**config.mk**
```make
export PLATFORM = sky130hd
export DESIGN_NAME = nfcrc_tracker
export DESIGN_NICKNAME = d
export VERILOG_FILES = /design/src/hdl/nfcrc_pkg.sv /design/src/hdl/nfcrc_tracker.sv
export SDC_FILE = /design/constraint.sdc
export NUM_CORES = 1
export LEC_CHECK = 0
export BUFFER_PORTS_ARGS = -buffer_cell sky130_fd_sc_hd__buf_2
export CAP_MARGIN = 5
export CORE_ASPECT_RATIO = 1.1
export CORE_MARGIN = 8
export CORE_UTILIZATION = 64
export CTS_CLUSTER_SIZE = 16
export DETAILED_ROUTE_END_ITERATION = 8
export PLACE_DENSITY = 0.91
export SLEW_MARGIN = 10
export SYNTH_ARGS = -nofsm -noshare
export SYNTH_HDL_FRONTEND = slang
export SYNTH_SLANG_ARGS = --single-unit
export TNS_END_PERCENT = 5
```
**constraint.sdc**
```tcl
create_clock -name clk -period 14.6 [get_ports clk]
set_input_delay 3.65 -clock clk [delete_from_list [all_inputs] [get_ports clk]]
set_output_delay 3.65 -clock clk [all_outputs]
set_load 0.02 [all_outputs]
```
**src/hdl/nfcrc_pkg.sv**
```systemverilog
// ----------------------------------------------------------------------------
// nfcrc_pkg
// Shared types and constants for the response frame checker.
// ----------------------------------------------------------------------------
package nfcrc_pkg;

  // Default length of the acknowledge frame skipped at the start of a response
  localparam int DEF_ACK_BYTES = 6;

  // Received byte counter, saturating at its all-ones value
  localparam int                 COUNT_W   = 9;
  localparam logic [COUNT_W-1:0] COUNT_MAX = '1;

  // Byte positions relative to the end of the acknowledge frame
  localparam int OFS_LEN    = 3;
  localparam int OFS_LCS    = 4;
  localparam int OFS_TFI    = 5;
  localparam int OFS_STATUS = 7;
  localparam int OFS_MIN    = 9;

  // Checksum complement base
  localparam logic [8:0] CSUM_BASE = 9'h100;

  // Verdict codes
  typedef enum logic [1:0] {
    CHK_OK      = 2'd0,
    CHK_SHORT   = 2'd1,
    CHK_LCS_BAD = 2'd2,
    CHK_DCS_BAD = 2'd3
  } chk_status_t;

  // One input word as held in the input register
  typedef struct packed {
    logic [7:0] rx_byte;
    logic       byte_present;
    logic       end_of_response;
  } item_t;

  // Result word, laid out exactly as out_tdata (lowest field in lowest bits)
  typedef struct packed {
    logic [4:0]  pad;
    logic [7:0]  status_value;
    logic [7:0]  payload_length;
    chk_status_t check_status;
    logic        frame_ok;
  } result_t;

  localparam int OUT_DATA_W = $bits(result_t);

endpackage

```
**src/hdl/nfcrc_tracker.sv**
```systemverilog
// ----------------------------------------------------------------------------
// nfcrc_tracker
// Frame state (count, captures, running sum) and the verdict register.
// ----------------------------------------------------------------------------
module nfcrc_tracker #(
  parameter int ACK_BYTES = nfcrc_pkg::DEF_ACK_BYTES
) (
  input  logic                           clk,
  input  logic                           rst_n,
  input  logic                           item_valid,
  input  nfcrc_pkg::item_t               item,
  output logic                           item_take,
  output logic                           out_tvalid,
  input  logic                           out_tready,
  output logic [nfcrc_pkg::OUT_DATA_W-1:0] out_tdata
);
  import nfcrc_pkg::*;

  localparam int POS_W      = COUNT_W + 1;
  localparam int POS_LEN    = ACK_BYTES + OFS_LEN;
  localparam int POS_LCS    = ACK_BYTES + OFS_LCS;
  localparam int POS_TFI    = ACK_BYTES + OFS_TFI;
  localparam int POS_STATUS = ACK_BYTES + OFS_STATUS;
  localparam int MIN_BYTES  = ACK_BYTES + OFS_MIN;

  logic [COUNT_W-1:0] count_r, count_nxt;
  logic [7:0]         len_r, len_nxt;
  logic [7:0]         lcs_r, lcs_nxt;
  logic [7:0]         sum_r, sum_nxt;
  logic [7:0]         dcs_r, dcs_nxt;
  logic [7:0]         stat_r, stat_nxt;
  logic               out_valid_r, out_valid_nxt;
  result_t            result_r, result_nxt;

  logic [POS_W-1:0]   pos;
  logic [POS_W-1:0]   dcs_pos;
  logic               take_byte;
  logic               run_check;
  logic [7:0]         lcs_expect;
  logic [7:0]         dcs_expect;
  chk_status_t        verdict;

  // Take a word unless it carries a verdict and the result register is stuck
  assign item_take = item_valid &&
                     (!item.end_of_response || !out_valid_r || out_tready);
  assign run_check = item_take && item.end_of_response;
  assign take_byte = item_take && item.byte_present && (count_r != COUNT_MAX);

  assign pos     = {1'b0, count_r};
  assign dcs_pos = POS_W'(POS_TFI) + {{(POS_W-8){1'b0}}, len_r};

  // Advance the frame state by one byte
  always_comb begin
    count_nxt = count_r;
    len_nxt   = len_r;
    lcs_nxt   = lcs_r;
    sum_nxt   = sum_r;
    dcs_nxt   = dcs_r;
    stat_nxt  = stat_r;
    if (take_byte) begin
      if (pos == POS_W'(POS_LEN)) begin
        len_nxt = item.rx_byte;
      end
      if (pos == POS_W'(POS_LCS)) begin
        lcs_nxt = item.rx_byte;
      end
      if (pos >= POS_W'(POS_TFI) && pos < dcs_pos) begin
        sum_nxt = sum_r + item.rx_byte;
      end
      if (pos == dcs_pos) begin
        dcs_nxt = item.rx_byte;
      end
      if (pos == POS_W'(POS_STATUS)) begin
        stat_nxt = item.rx_byte;
      end
      count_nxt = count_r + 1'b1;
    end
  end

  // Judge the frame on the updated state, first failing test wins
  assign lcs_expect = 8'(CSUM_BASE - {1'b0, len_nxt});
  assign dcs_expect = 8'(CSUM_BASE - {1'b0, sum_nxt});

  always_comb begin
    if ({1'b0, count_nxt} < POS_W'(MIN_BYTES)) begin
      verdict = CHK_SHORT;
    end else if (lcs_expect != lcs_nxt) begin
      verdict = CHK_LCS_BAD;
    end else if (dcs_expect != dcs_nxt) begin
      verdict = CHK_DCS_BAD;
    end else begin
      verdict = CHK_OK;
    end
  end

  // Hold the result until taken, load a fresh one on a check
  always_comb begin
    out_valid_nxt = out_valid_r;
    result_nxt    = result_r;
    if (out_tready) begin
      out_valid_nxt = 1'b0;
    end
    if (run_check) begin
      out_valid_nxt             = 1'b1;
      result_nxt.pad            = '0;
      result_nxt.status_value   = stat_nxt;
      result_nxt.payload_length = len_nxt;
      result_nxt.check_status   = verdict;
      result_nxt.frame_ok       = (verdict == CHK_OK);
    end
  end

  // Frame state: clear on reset and after every check
  always_ff @(posedge clk) begin
    if (!rst_n || run_check) begin
      count_r <= '0;
      len_r   <= '0;
      lcs_r   <= '0;
      sum_r   <= '0;
      dcs_r   <= '0;
      stat_r  <= '0;
    end else begin
      count_r <= count_nxt;
      len_r   <= len_nxt;
      lcs_r   <= lcs_nxt;
      sum_r   <= sum_nxt;
      dcs_r   <= dcs_nxt;
      stat_r  <= stat_nxt;
    end
  end

  always_ff @(posedge clk) begin
    if (!rst_n) begin
      out_valid_r <= 1'b0;
    end else begin
      out_valid_r <= out_valid_nxt;
    end
  end

  always_ff @(posedge clk) begin
    result_r <= result_nxt;
  end

  assign out_tvalid = out_valid_r;
  assign out_tdata  = result_r;

endmodule

```
==> summary.md, run 1 <==
| Metric | Value |
|---|---|
| Initial core utilization | `0.6539` |
| Cts hold-fix bufs | `0` |
| CTS max path bufs | `2` |
| Detailed Routing Iterations Pass 1 | `5` |
| CTS resizes | `0` |
| Clock Skew | `10.84 ps` |
| Vias per Instance | `6.205` |
| Layout cells sized above 1 | `0.1660` |
| I/O pin total | `40` |
| Logic gate share of total power | `0.070` |
| Post-synthesis sequential area ratio | `0.3666` |
| Cells after synthesis | `around 460` |
| Synth Warn # | `0` |
| Rel. slew slack | `0.1852` |
| Setup slack, reg-to-reg | `9240 ps` |
| Final setup fails | `0` |
| Tcrit/Tclk final | `0.5540` |
| Clock power share | `0.400` |
| Routed wire length | `10.25 mm` |
| Hold Crit Class | `flip-flop to flip-flop` |
| RSZ-0062 raised after global routing | `false` |
| Total Nets Final | `521` |
| Gr ovfl total | `0` |
| Core Region | `between 6000 and 7000 µm²` |
| Post-place setup slack | `6511 ps` |
| Peak supply drop | `0.00008526 V` |
| Period minus WS final | `roughly 8000 ps` |
| Clock sinks | `69` |
| LEAKAGE | `approximately 0.0019 µW` |
| Mapped cell area | `roughly 4300 µm²` |
| Hold Fails Final Rpt | `0` |
| Netlist cell types | `63` |
| Crit path to | `item_take` |
| Cts bufs inserted | `9` |
| Max Clk Rate | `123.6 MHz` |
| Detailed-route wire length per cell | `17.97 µm` |
| Reg2reg end | `out_tdata[0]` |
| WS Path Type | `input port to output pin` |
| CP max FO | `4` |
| Area delta synth->final | `7.385%` |
| DRC | `0` |
| Power Density | `81.59 nW/µm²` |
| Yosys top cell area share | `0.2335` |
| Post-synth top area cell | `dfxtp_1` |
| Flops & latches, synth | `69` |
| CTS root buf | `clkbuf_8` |
| Fill cells | `456` |
| Die ar. | `roughly 9600 µm²` |
| Dominant cells by area after synthesis | `dfxtp_1 (23%), edfxtp_1 (13%), ha_1 (6.7%), mux2i_1 (4.9%), nor2_1 (4.9%)` |
| Status | `complete, no violations` |
| Worst slew pin tran | `about 1200 ps` |
| Post-route setup slack | `6512 ps` |
| Initial antenna violation count | `0` |
| Avg Cell Area, Syn | `9.359 µm²` |
| CP Capture Type | `output pin` |
| CTS tree | `done` |
| Pint | `271.0 µW` |
| Startpoint class of the critical path | `input port` |
| Number of global-route vias before repair | `approximately 3,500` |
| Die height | `101.8 µm` |
| Proportion of power drawn by flip-flops and latches | `0.530` |
| Post-CTS Setup Bufs | `0` |
| Gr usage total | `0.2229` |
| Dpl hpwl | `a little over 7 mm` |
| Post-DRT Antenna Nets | `0` |
| Critical Path Source | `out_tready` |
| Worst R2R Start | `len_r[0]` |
| Chip Width | `94.03 µm` |
| Initial detailed-routing violation count | `240` |
| WP data required | `10,950 ps` |
| WP data arrival | `4440 ps` |
| MaxCap Viol Count | `0` |
| Sw Ratio | `0.2784` |
| Diodes inserted | `0` |
| H-tree depth | `3` |
| Post-synth EDFFs | `19` |
| Sw power | `about 100 µW` |
| Largest net degree at the start of global routing | `50` |
| Vias post-DR | `3,537` |
| First-pass GRT wire length | `16.81 mm` |
| Clock latency on the worst-skew pair | `between 300 and 400 ps` |
| Final setup TNS | `0 ps` |
| Top_reg_cell synth | `dfxtp_1` |
| Worst R2R Path Depth | `21` |
| FP Rows | `31` |
| IO buf count | `34` |
| Final-report max-slew violation count | `0` |
| Placer Congestion | `0.8743` |
| Clk slew on worst S/H paths | `80 ps` |
| Async SR Flop Fraction | `0` |
## cell type report
class | instances | area (µm²) | area share
Clock buffer | 9 | 123.9 | 0.02691
Clock inverter | 7 | 65.06 | 0.01413
Inverter | 12 | 45.04 | 0.009785
Multi-Input combinational cell | 354 | 2502 | 0.5436
Sequential cell | 69 | 1572 | 0.3414
Tap cell | 82 | 102.6 | 0.02229
Timing Repair Buffer | 37 | 192.7 | 0.04186
## kinds of logic (layout without fill, tap and decap cells)
| family | count (synthesis) | after routing | share of synthesized area |
|---|---|---|---|
| compound gates | 73 | 73 | 0.1103 |
| xor+xnor | 44 | 44 | 0.09632 |
| fa+ha+maj | 24 | 24 | 0.07180 |
| buf+inv | 39 | 65 | 0.05312 |
| flops | 69 | 69 | 0.3666 |
| mux | 35 | 35 | 0.08640 |
| other cells | 1 | 5 | 0.0008748 |
| simple gates | 173 | 173 | 0.2145 |
## cells in the mapped netlist (4+ instances only)
library cell / count
a211oi_1: 4
a21o_1: 4
a21oi_1: 19
a31oi_1: 7
and2_1: 4
buf_4: 6
buf_6: 6
clkbuf_1: 10
dfxtp_1: 50
edfxtp_1: 19
ha_1: 23
inv_1: 12
mux2_2: 13
mux2i_1: 21
nand2_1: 29
nand2b_1: 4
nand3_1: 12
nand4_1: 6
nor2_1: 56
nor2b_1: 14
nor3_1: 17
nor4b_1: 4
o21a_1: 4
o21ai_0: 16
or3_1: 5
xnor2_1: 24
xor2_1: 18
## registers in the layout, summed over array words and instances, names as in the netlist
register    flops
out_tdata      19
out_tvalid      1
sum_r           8
len_r           8
stat_r          8
dcs_r           8
count_r         9
lcs_r           8
## worst min-delay path by stage
stage,from,to,slack (ps),depth (start not counted)
2_1_floorplan,lcs_r[7],lcs_r[7],470,2
3_3_place_gp,lcs_r[7],lcs_r[7],480,2
3_5_place_dp,lcs_r[7],lcs_r[7],490,2
4_1_cts,lcs_r[7],lcs_r[7],510,2
5_1_grt,lcs_r[7],lcs_r[7],540,2
6_report,out_tvalid,out_tvalid,510,2
## power groups by stage
stage	clock, µW	combinational, µW	sequential [µW]
6_report	150	26.3	199
5_1_grt	161	28.5	199
4_1_cts	153	25.9	199
3_5_place_dp	0	25.8	204
3_3_place_gp	0	24.9	204
2_1_floorplan	0	15.3	206
## cells in the final DEF, fill, tap and decap left out, types with 5 or more instances in the layout
master and instances:
nand2_1 29, nand3_1 12, nor2b_1 14, nor2_1 56, buf_2 34, xor2_1 18, nand4_1 6, xnor2_1 24
inv_1 12, clkbuf_8 9, o21ai_0 16, conb_1 5, a31oi_1 7, or3_1 5, dfxtp_1 50, ha_1 23
mux2i_1 21, a21oi_1 19, mux2_2 13, nor3_1 17, edfxtp_1 19
## critical path: stages
cell and delay (ps):
buf_2 100, nand3b_1 260, nand2_1 220, inv_1 50, buf_2 150
## stage by stage
step / instance area (µm²) / total power [µW] / util / hold slack, ps / std cells
4_1_cts: 4603 / 377.7 / 0.7022 / 506.8 / 570
2_1_floorplan: 4302 / 221.1 / - / 470.3 / 462
3_5_place_dp: 4414 / 229.5 / 0.6734 / 489.8 / 554
6_report: 4603 / 375.6 / 0.7022 / 511.8 / 570
3_3_place_gp: 4414 / 228.4 / 0.6734 / 482.4 / 554
5_1_grt: 4603 / 389.4 / 0.7022 / 535.4 / 570
## metal layers
layer / part of all wire / up-vias / global-route usage
met4: 0.038 / 0 / 0.1221
met2: 0.50 / 148 / 0.3736
li1: - / 1672 / -
met3: 0.058 / 42 / 0.06466
met1: 0.41 / 1675 / 0.2492
met5: 0 / - / 0
Power figures use the tool's default switching activity.
==> run 2, diff against run 1 <==
Settings changed: CORE_UTILIZATION 64 to 60, PLACE_DENSITY 0.91 to 0.86.
Clock period 14.6 ns to 8.36 ns, I/O delays scaled along.
==> summary.md, run 2 (synthesis results as in run 1) <==
| Metric | Value |
|---|---|
| Status | `complete, no violations` |
| Core Region | `~7000 µm²` |
| Startpoint class of the critical path | `input port` |
| Clock Skew | `10.87 ps` |
| Commonest non-fill, non-tap cell in the layout | `nor2_1` |
| MaxCap Viol Count | `0` |
| DRC | `0` |
| Largest net degree at the start of global routing | `50` |
| Worst R2R Path Depth | `21` |
| Reg2reg end | `out_tdata[0]` |
| Cts bufs inserted | `9` |
| IO buf count | `34` |
| WS Path Type | `input port to flip-flop` |
| FP Rows | `32` |
| Post-CTS Setup Bufs | `0` |
| Layout cells sized above 1 | `0.1663` |
| LEAKAGE | `0.001881 µW` |
| H-tree depth | `3` |
| Vias post-DR | `3,465` |
| Crit path to | `out_tdata[0]` |
| Initial antenna violation count | `0` |
| Rel. slew slack | `0.2800` |
| Worst hold slack | `499.4 ps` |
| Gr usage total | `0.2024` |
| CP cell instances | `buf_2 -> nand3b_1 -> nand4b_2 -> a2111oi_2 -> nand2_2 -> mux2i_1 -> ha_1 -> inv_1 -> or2_2 -> nor3_1 -> mux2i_1 -> xnor3_1 -> and3_1 -> o2111a_1 -> nor3b_2` |
| Detailed Routing Iterations Pass 1 | `6` |
| Final setup fails | `0` |
| Post-DRT Antenna Nets | `0` |
| WP depth | `15` |
| CP bufs+invs | `2` |
| Max reg flops | `19` |
| Diodes inserted | `0` |
| Multi-input gate area | `about 2500 µm²` |
| Tcrit/Tclk final | `0.6775` |
| CP max stage delay | `between 500 and 600 ps` |
| Power Density | `142.7 nW/µm²` |
| Most numerous cell on the critical path | `mux2i_1` |
| Final setup TNS | `0 ps` |
| Peak supply drop | `approximately 0.00014 V` |
| Die height | `104.7 µm` |
| CTS max path bufs | `2` |
| Register area | `1572 µm²` |
| Clock latency on the worst-skew pair | `370 ps` |
| Max stage delay cell, worst path | `a2111oi_2` |
| CP Capture Type | `flip-flop` |
| Vias per Instance | `6.058` |
| Number of global-route vias before repair | `approximately 3,500` |
| Max Clk Rate | `176.6 MHz` |
| Initial detailed-routing violation count | `292` |
| Initial core utilization | `0.6153` |
| Clk slew on worst S/H paths | `approximately 80 ps` |
| Dpl hpwl | `7.103 mm` |
| CTS resizes | `0` |
| Clock sinks | `69` |
| WP data arrival | `5780 ps` |
| Hold path depth | `2` |
| Setup slack, reg-to-reg | `2980 ps` |
| Cts hold-fix bufs | `0` |
| Die ar. | `10,110 µm²` |
| Post-route setup slack | `2696 ps` |
| Most frequent cells in the layout | `nor2_1 (56), dfxtp_1 (50), buf_2 (34), nand2_1 (29), xnor2_1 (24)` |
| Placer Congestion | `0.9361` |
| Chip Width | `96.59 µm` |
| RSZ-0062 raised after global routing | `false` |
| CTS tree | `done` |
| Crit-path leading delay family | `simple AND/OR/NAND/NOR gates` |
| Fill cells | `~580` |
| CTS root buf | `clkbuf_8` |
| WP data required | `8480 ps` |
| I/O pin total | `40` |
| Hold Crit Class | `flip-flop to flip-flop` |
| First-pass GRT wire length | `16.39 mm` |
| Worst slew pin tran | `1076 ps` |
| Period minus WS final | `5664 ps` |
| Worst R2R Start | `len_r[0]` |
| CP max FO | `13` |
| Area delta synth->final | `7.297%` |
| Final-report max-slew violation count | `0` |
| Detailed-route wire length per cell | `17.33 µm` |
| Total Nets Final | `520` |
| Post-place setup slack | `2400 ps` |
| Gr ovfl total | `0` |
| Routed wire length | `9.910 mm` |
| Critical Path Source | `item[0]` |
| Hold Fails Final Rpt | `0` |
## run 2: changes by cell type in the layout (fill, tap and decap cells not counted), sizes merged
cell / before / now
buf: 37 / 36
clkinv: 2 / 1
inv: 16 / 17
## run 2: through the flow
stage | utilization | total power, µW | cell area [µm²] | cells
after floorplan | - | 386.1 | 4302 | 462
after global placement | 0.6334 | 399.0 | 4413 | 556
after detailed placement | 0.6334 | 400.2 | 4413 | 556
after CTS | 0.6602 | 656.9 | 4599 | 572
after global routing | 0.6602 | 677.8 | 4599 | 572
final | 0.6602 | 656.3 | 4599 | 572
## run 2: final cells by class
class / count / area share
Clock inverter: 7 / 0.01360
Tap cell: 85 / 0.02312
Clock buffer: 9 / 0.02693
Sequential cell: 69 / 0.3417
Timing Repair Buffer: 36 / 0.04026
Inverter: 12 / 0.009793
Multi-Input combinational cell: 354 / 0.5446
## run 2: layer usage
layer,vias to the layer above,share of wire,track usage
met1,1643,0.40,0.2379
li1,1664,-,-
met2,128,0.51,0.3335
met3,30,0.063,0.04653
met5,-,0,0
met4,0,0.031,0.09859
## run 2: power breakdown
group | leakage [µW] | switching (µW) | internal, µW
clock network | 0.0000931 | 149 | 114
logic | 0.00120 | 32.6 | 12.5
registers | 0.000584 | 1.98 | 346
total | 0.00188 | 184 | 473
## run 2: worst reg2reg max path, stage by stage (launching register included)
cell and delay (ps):
dfxtp_1 500, inv_1 140, ha_1 240, inv_1 60, a21o_1 160, nand3_1 110, xor2_1 180, ha_1 310
a21o_1 180, a21o_1 190, a2111oi_2 520, nand2_2 340, mux2i_1 380, ha_1 230, inv_1 70, or2_2 310
nor3_1 220, mux2i_1 140, xnor3_1 200, and3_1 190, o2111a_1 290, nor3b_2 170
## run 2: worst min path at each step
stage | start | end
after floorplan | lcs_r[7] | lcs_r[7]
after global placement | lcs_r[7] | lcs_r[7]
after detailed placement | out_tvalid | out_tvalid
after CTS | out_tvalid | out_tvalid
after global routing | lcs_r[7] | lcs_r[7]
final | out_tvalid | out_tvalid
==> run 3, diff against run 2 <==
Settings changed: ABC_AREA set to 1, PLACE_DENSITY 0.86 to 0.87.
Clock period 8.36 ns to 5.5 ns, I/O delays scaled along.
==> summary.md, run 3 <==
| Metric | Value |
|---|---|
| Cts hold-fix bufs | `0` |
| Die height | `103.9 µm` |
| Rel. slew slack | `0.4684` |
| Clock latency on the worst-skew pair | `360 ps` |
| CTS root buf | `clkbuf_8` |
| Max reg flops | `19` |
| Post-layout util | `0.6689` |
| Die ar. | `9962 µm²` |
| I/O pin total | `40` |
| Dominant cells by area after synthesis | `dfxtp_1 (24%), edfxtp_1 (14%), nand2_1 (13%), inv_1 (10%), ha_1 (6.8%)` |
| Most common cell in the netlist | `nand2_1` |
| Post-synth EDFFs | `19` |
| Async SR Flop Fraction | `0` |
| Cts bufs inserted | `9` |
| Startpoint class of the critical path | `flip-flop` |
| Top_reg_cell synth | `dfxtp_1` |
| Flops & latches, synth | `between 60 and 70` |
| Worst slew pin tran | `796.5 ps` |
| Core Region | `6927 µm²` |
| PnR Total Power | `1094 µW` |
| Synth Warn # | `0` |
| Clock Skew | `13.47 ps` |
| LEAKAGE | `0.002543 µW` |
| Total Nets Final | `670` |
| Initial antenna violation count | `0` |
| Clk slew on worst S/H paths | `about 80 ps` |
| Post-synth top area cell | `dfxtp_1` |
| CP Capture Type | `flip-flop` |
| First-pass GRT wire length | `about 16 mm` |
| Yosys top cell area share | `0.2376` |
| Max Clk Rate | `253.7 MHz` |
| Final setup fails | `0` |
| CP max stage delay | `between 300 and 400 ps` |
| Status | `complete, no violations` |
| DP Cell Count | `706` |
| Placer Congestion | `0.8967` |
| MaxCap Viol Count | `0` |
| Commonest non-fill, non-tap cell in the layout | `nand2_1` |
| Routed wire length | `between 9 and 10 mm` |
| Initial core utilization | `0.6082` |
| WS Path Type | `flip-flop to flip-flop` |
| Area delta synth->final | `9.979%` |
| Non-filler cells, final | `722` |
| Most frequent cells in the layout | `nand2_1 (142), inv_1 (112), nor2_1 (76), dfxtp_1 (50), nand3_1 (44)` |
| FP Rows | `32` |
| Tcrit/Tclk final | `0.7167` |
| WP data required | `5620 ps` |
| Chip Width | `95.90 µm` |
| Most numerous cell on the critical path | `nand2_1` |
| Max stage delay cell, worst path | `dfxtp_1` |
| Hold Fails Final Rpt | `0` |
| Diodes inserted | `0` |
| Largest net degree at the start of global routing | `50` |
| Register area | `approximately 1600 µm²` |
| Avg Cell Area, Syn | `about 7.1 µm²` |
| Initial detailed-routing violation count | `approximately 250` |
| Fill cells | `585` |
| Multi-input gate area | `2131 µm²` |
| Detailed Routing Iterations Pass 1 | `5` |
| Post-synthesis sequential area ratio | `0.3730` |
| CTS tree | `done` |
| CP max FO | `9` |
| Vias post-DR | `approximately 3,800` |
| WP data arrival | `4060 ps` |
| CTS max path bufs | `2` |
| CTS resizes | `0` |
| IO buf count | `34` |
| DRC | `0` |
| H-tree depth | `3` |
| Period minus WS final | `3942 ps` |
| Commonest cells in the netlist | `nand2_1 (142), inv_1 (112), nor2_1 (76), dfxtp_1 (50), nand3_1 (44)` |
| Post-CTS Setup Bufs | `0` |
| Detailed-route wire length per cell | `13.57 µm` |
| Clock sinks | `69` |
| Vias per Instance | `5.280` |
| Post-DRT Antenna Nets | `0` |
| Gr usage total | `0.2066` |
| Gr ovfl total | `0` |
| Power Density | `~240 nW/µm²` |
| Final setup TNS | `0 ps` |
| Peak supply drop | `around 0.00015 V` |
| Number of global-route vias before repair | `approximately 3,700` |
| Final-report max-slew violation count | `0` |
| Cells after synthesis | `596` |
| Dpl hpwl | `7.342 mm` |
| Netlist cell types | `34` |
| Mapped cell area | `4213 µm²` |
| Layout cells sized above 1 | `0.1177` |
| RSZ-0062 raised after global routing | `false` |
| Hold Crit Class | `flip-flop to flip-flop` |
==> run 3: area by class of cell <==
type | count | share of cell area
clock inverters | 6 | 0.01890
well taps | 85 | 0.02295
clock buffers | 10 | 0.02755
inverters | 115 | 0.09317
multi-input cells | 402 | 0.4599
flip-flops and latches | 69 | 0.3392
repair buffers | 35 | 0.03835
==> run 3: worst max-delay path, delay by kind of cell, from the launching register on <==
| family | cells | cell delay (ps) |
|---|---|---|
| flops | 1 | 330 |
| simple gates | 18 | 2010 |
| buf+inv | 5 | 370 |
| fa+ha+maj | 3 | 730 |
| compound gates | 1 | 270 |
==> run 3: cells by family (layout without fill, tap and decap cells) <==
kind of cell	Yosys count	after routing	share of synthesized area
AO/OA/AOI/OAI	48	48	0.06623
AND/OR/NAND/NOR	302	302	0.3142
other	1	5	0.0008901
buffers and inverters	129	166	0.1247
adder cells (fa/ha/maj)	24	24	0.07306
flip-flops	69	69	0.3730
XOR/XNOR	23	23	0.04782
==> run 3: per-layer routing <==
layer	GRT usage	vias to the layer above	share of wire
met5	0	-	0
met4	0.08911	0	0.026
met3	0.04910	27	0.071
met2	0.3577	146	0.50
met1	0.2302	1722	0.40
li1	-	1917	-
==> run 3: per-stage QoR <==
stage,instance area (µm²),hold WS (ps),setup slack [ps]
2_1_floorplan,4228,459.4,2014
3_3_place_gp,4418,471.0,1691
3_5_place_dp,4418,483.9,1586
4_1_cts,4633,501.9,1577
5_1_grt,4633,542.9,1140
6_report,4633,500.4,1558
==> run 3: worst paths after layout <==
path / startpoint / end / slack (ps) / depth (start not counted)
min reg2reg: dcs_r[6] / dcs_r[6] / 500 / 2
max: len_r[0] / out_tdata[2] / 1560 / 27
min: dcs_r[6] / dcs_r[6] / 500 / 2
max reg2reg: len_r[0] / out_tdata[2] / 1560 / 27
==> run 3: where the power goes <==
part | switching (µW) | total (µW) | internal, µW
registers | 3.68 | 532 | 529
clock network | 198 | 453 | 255
logic | 77.3 | 109 | 31.5
total | 279 | 1090 | 815
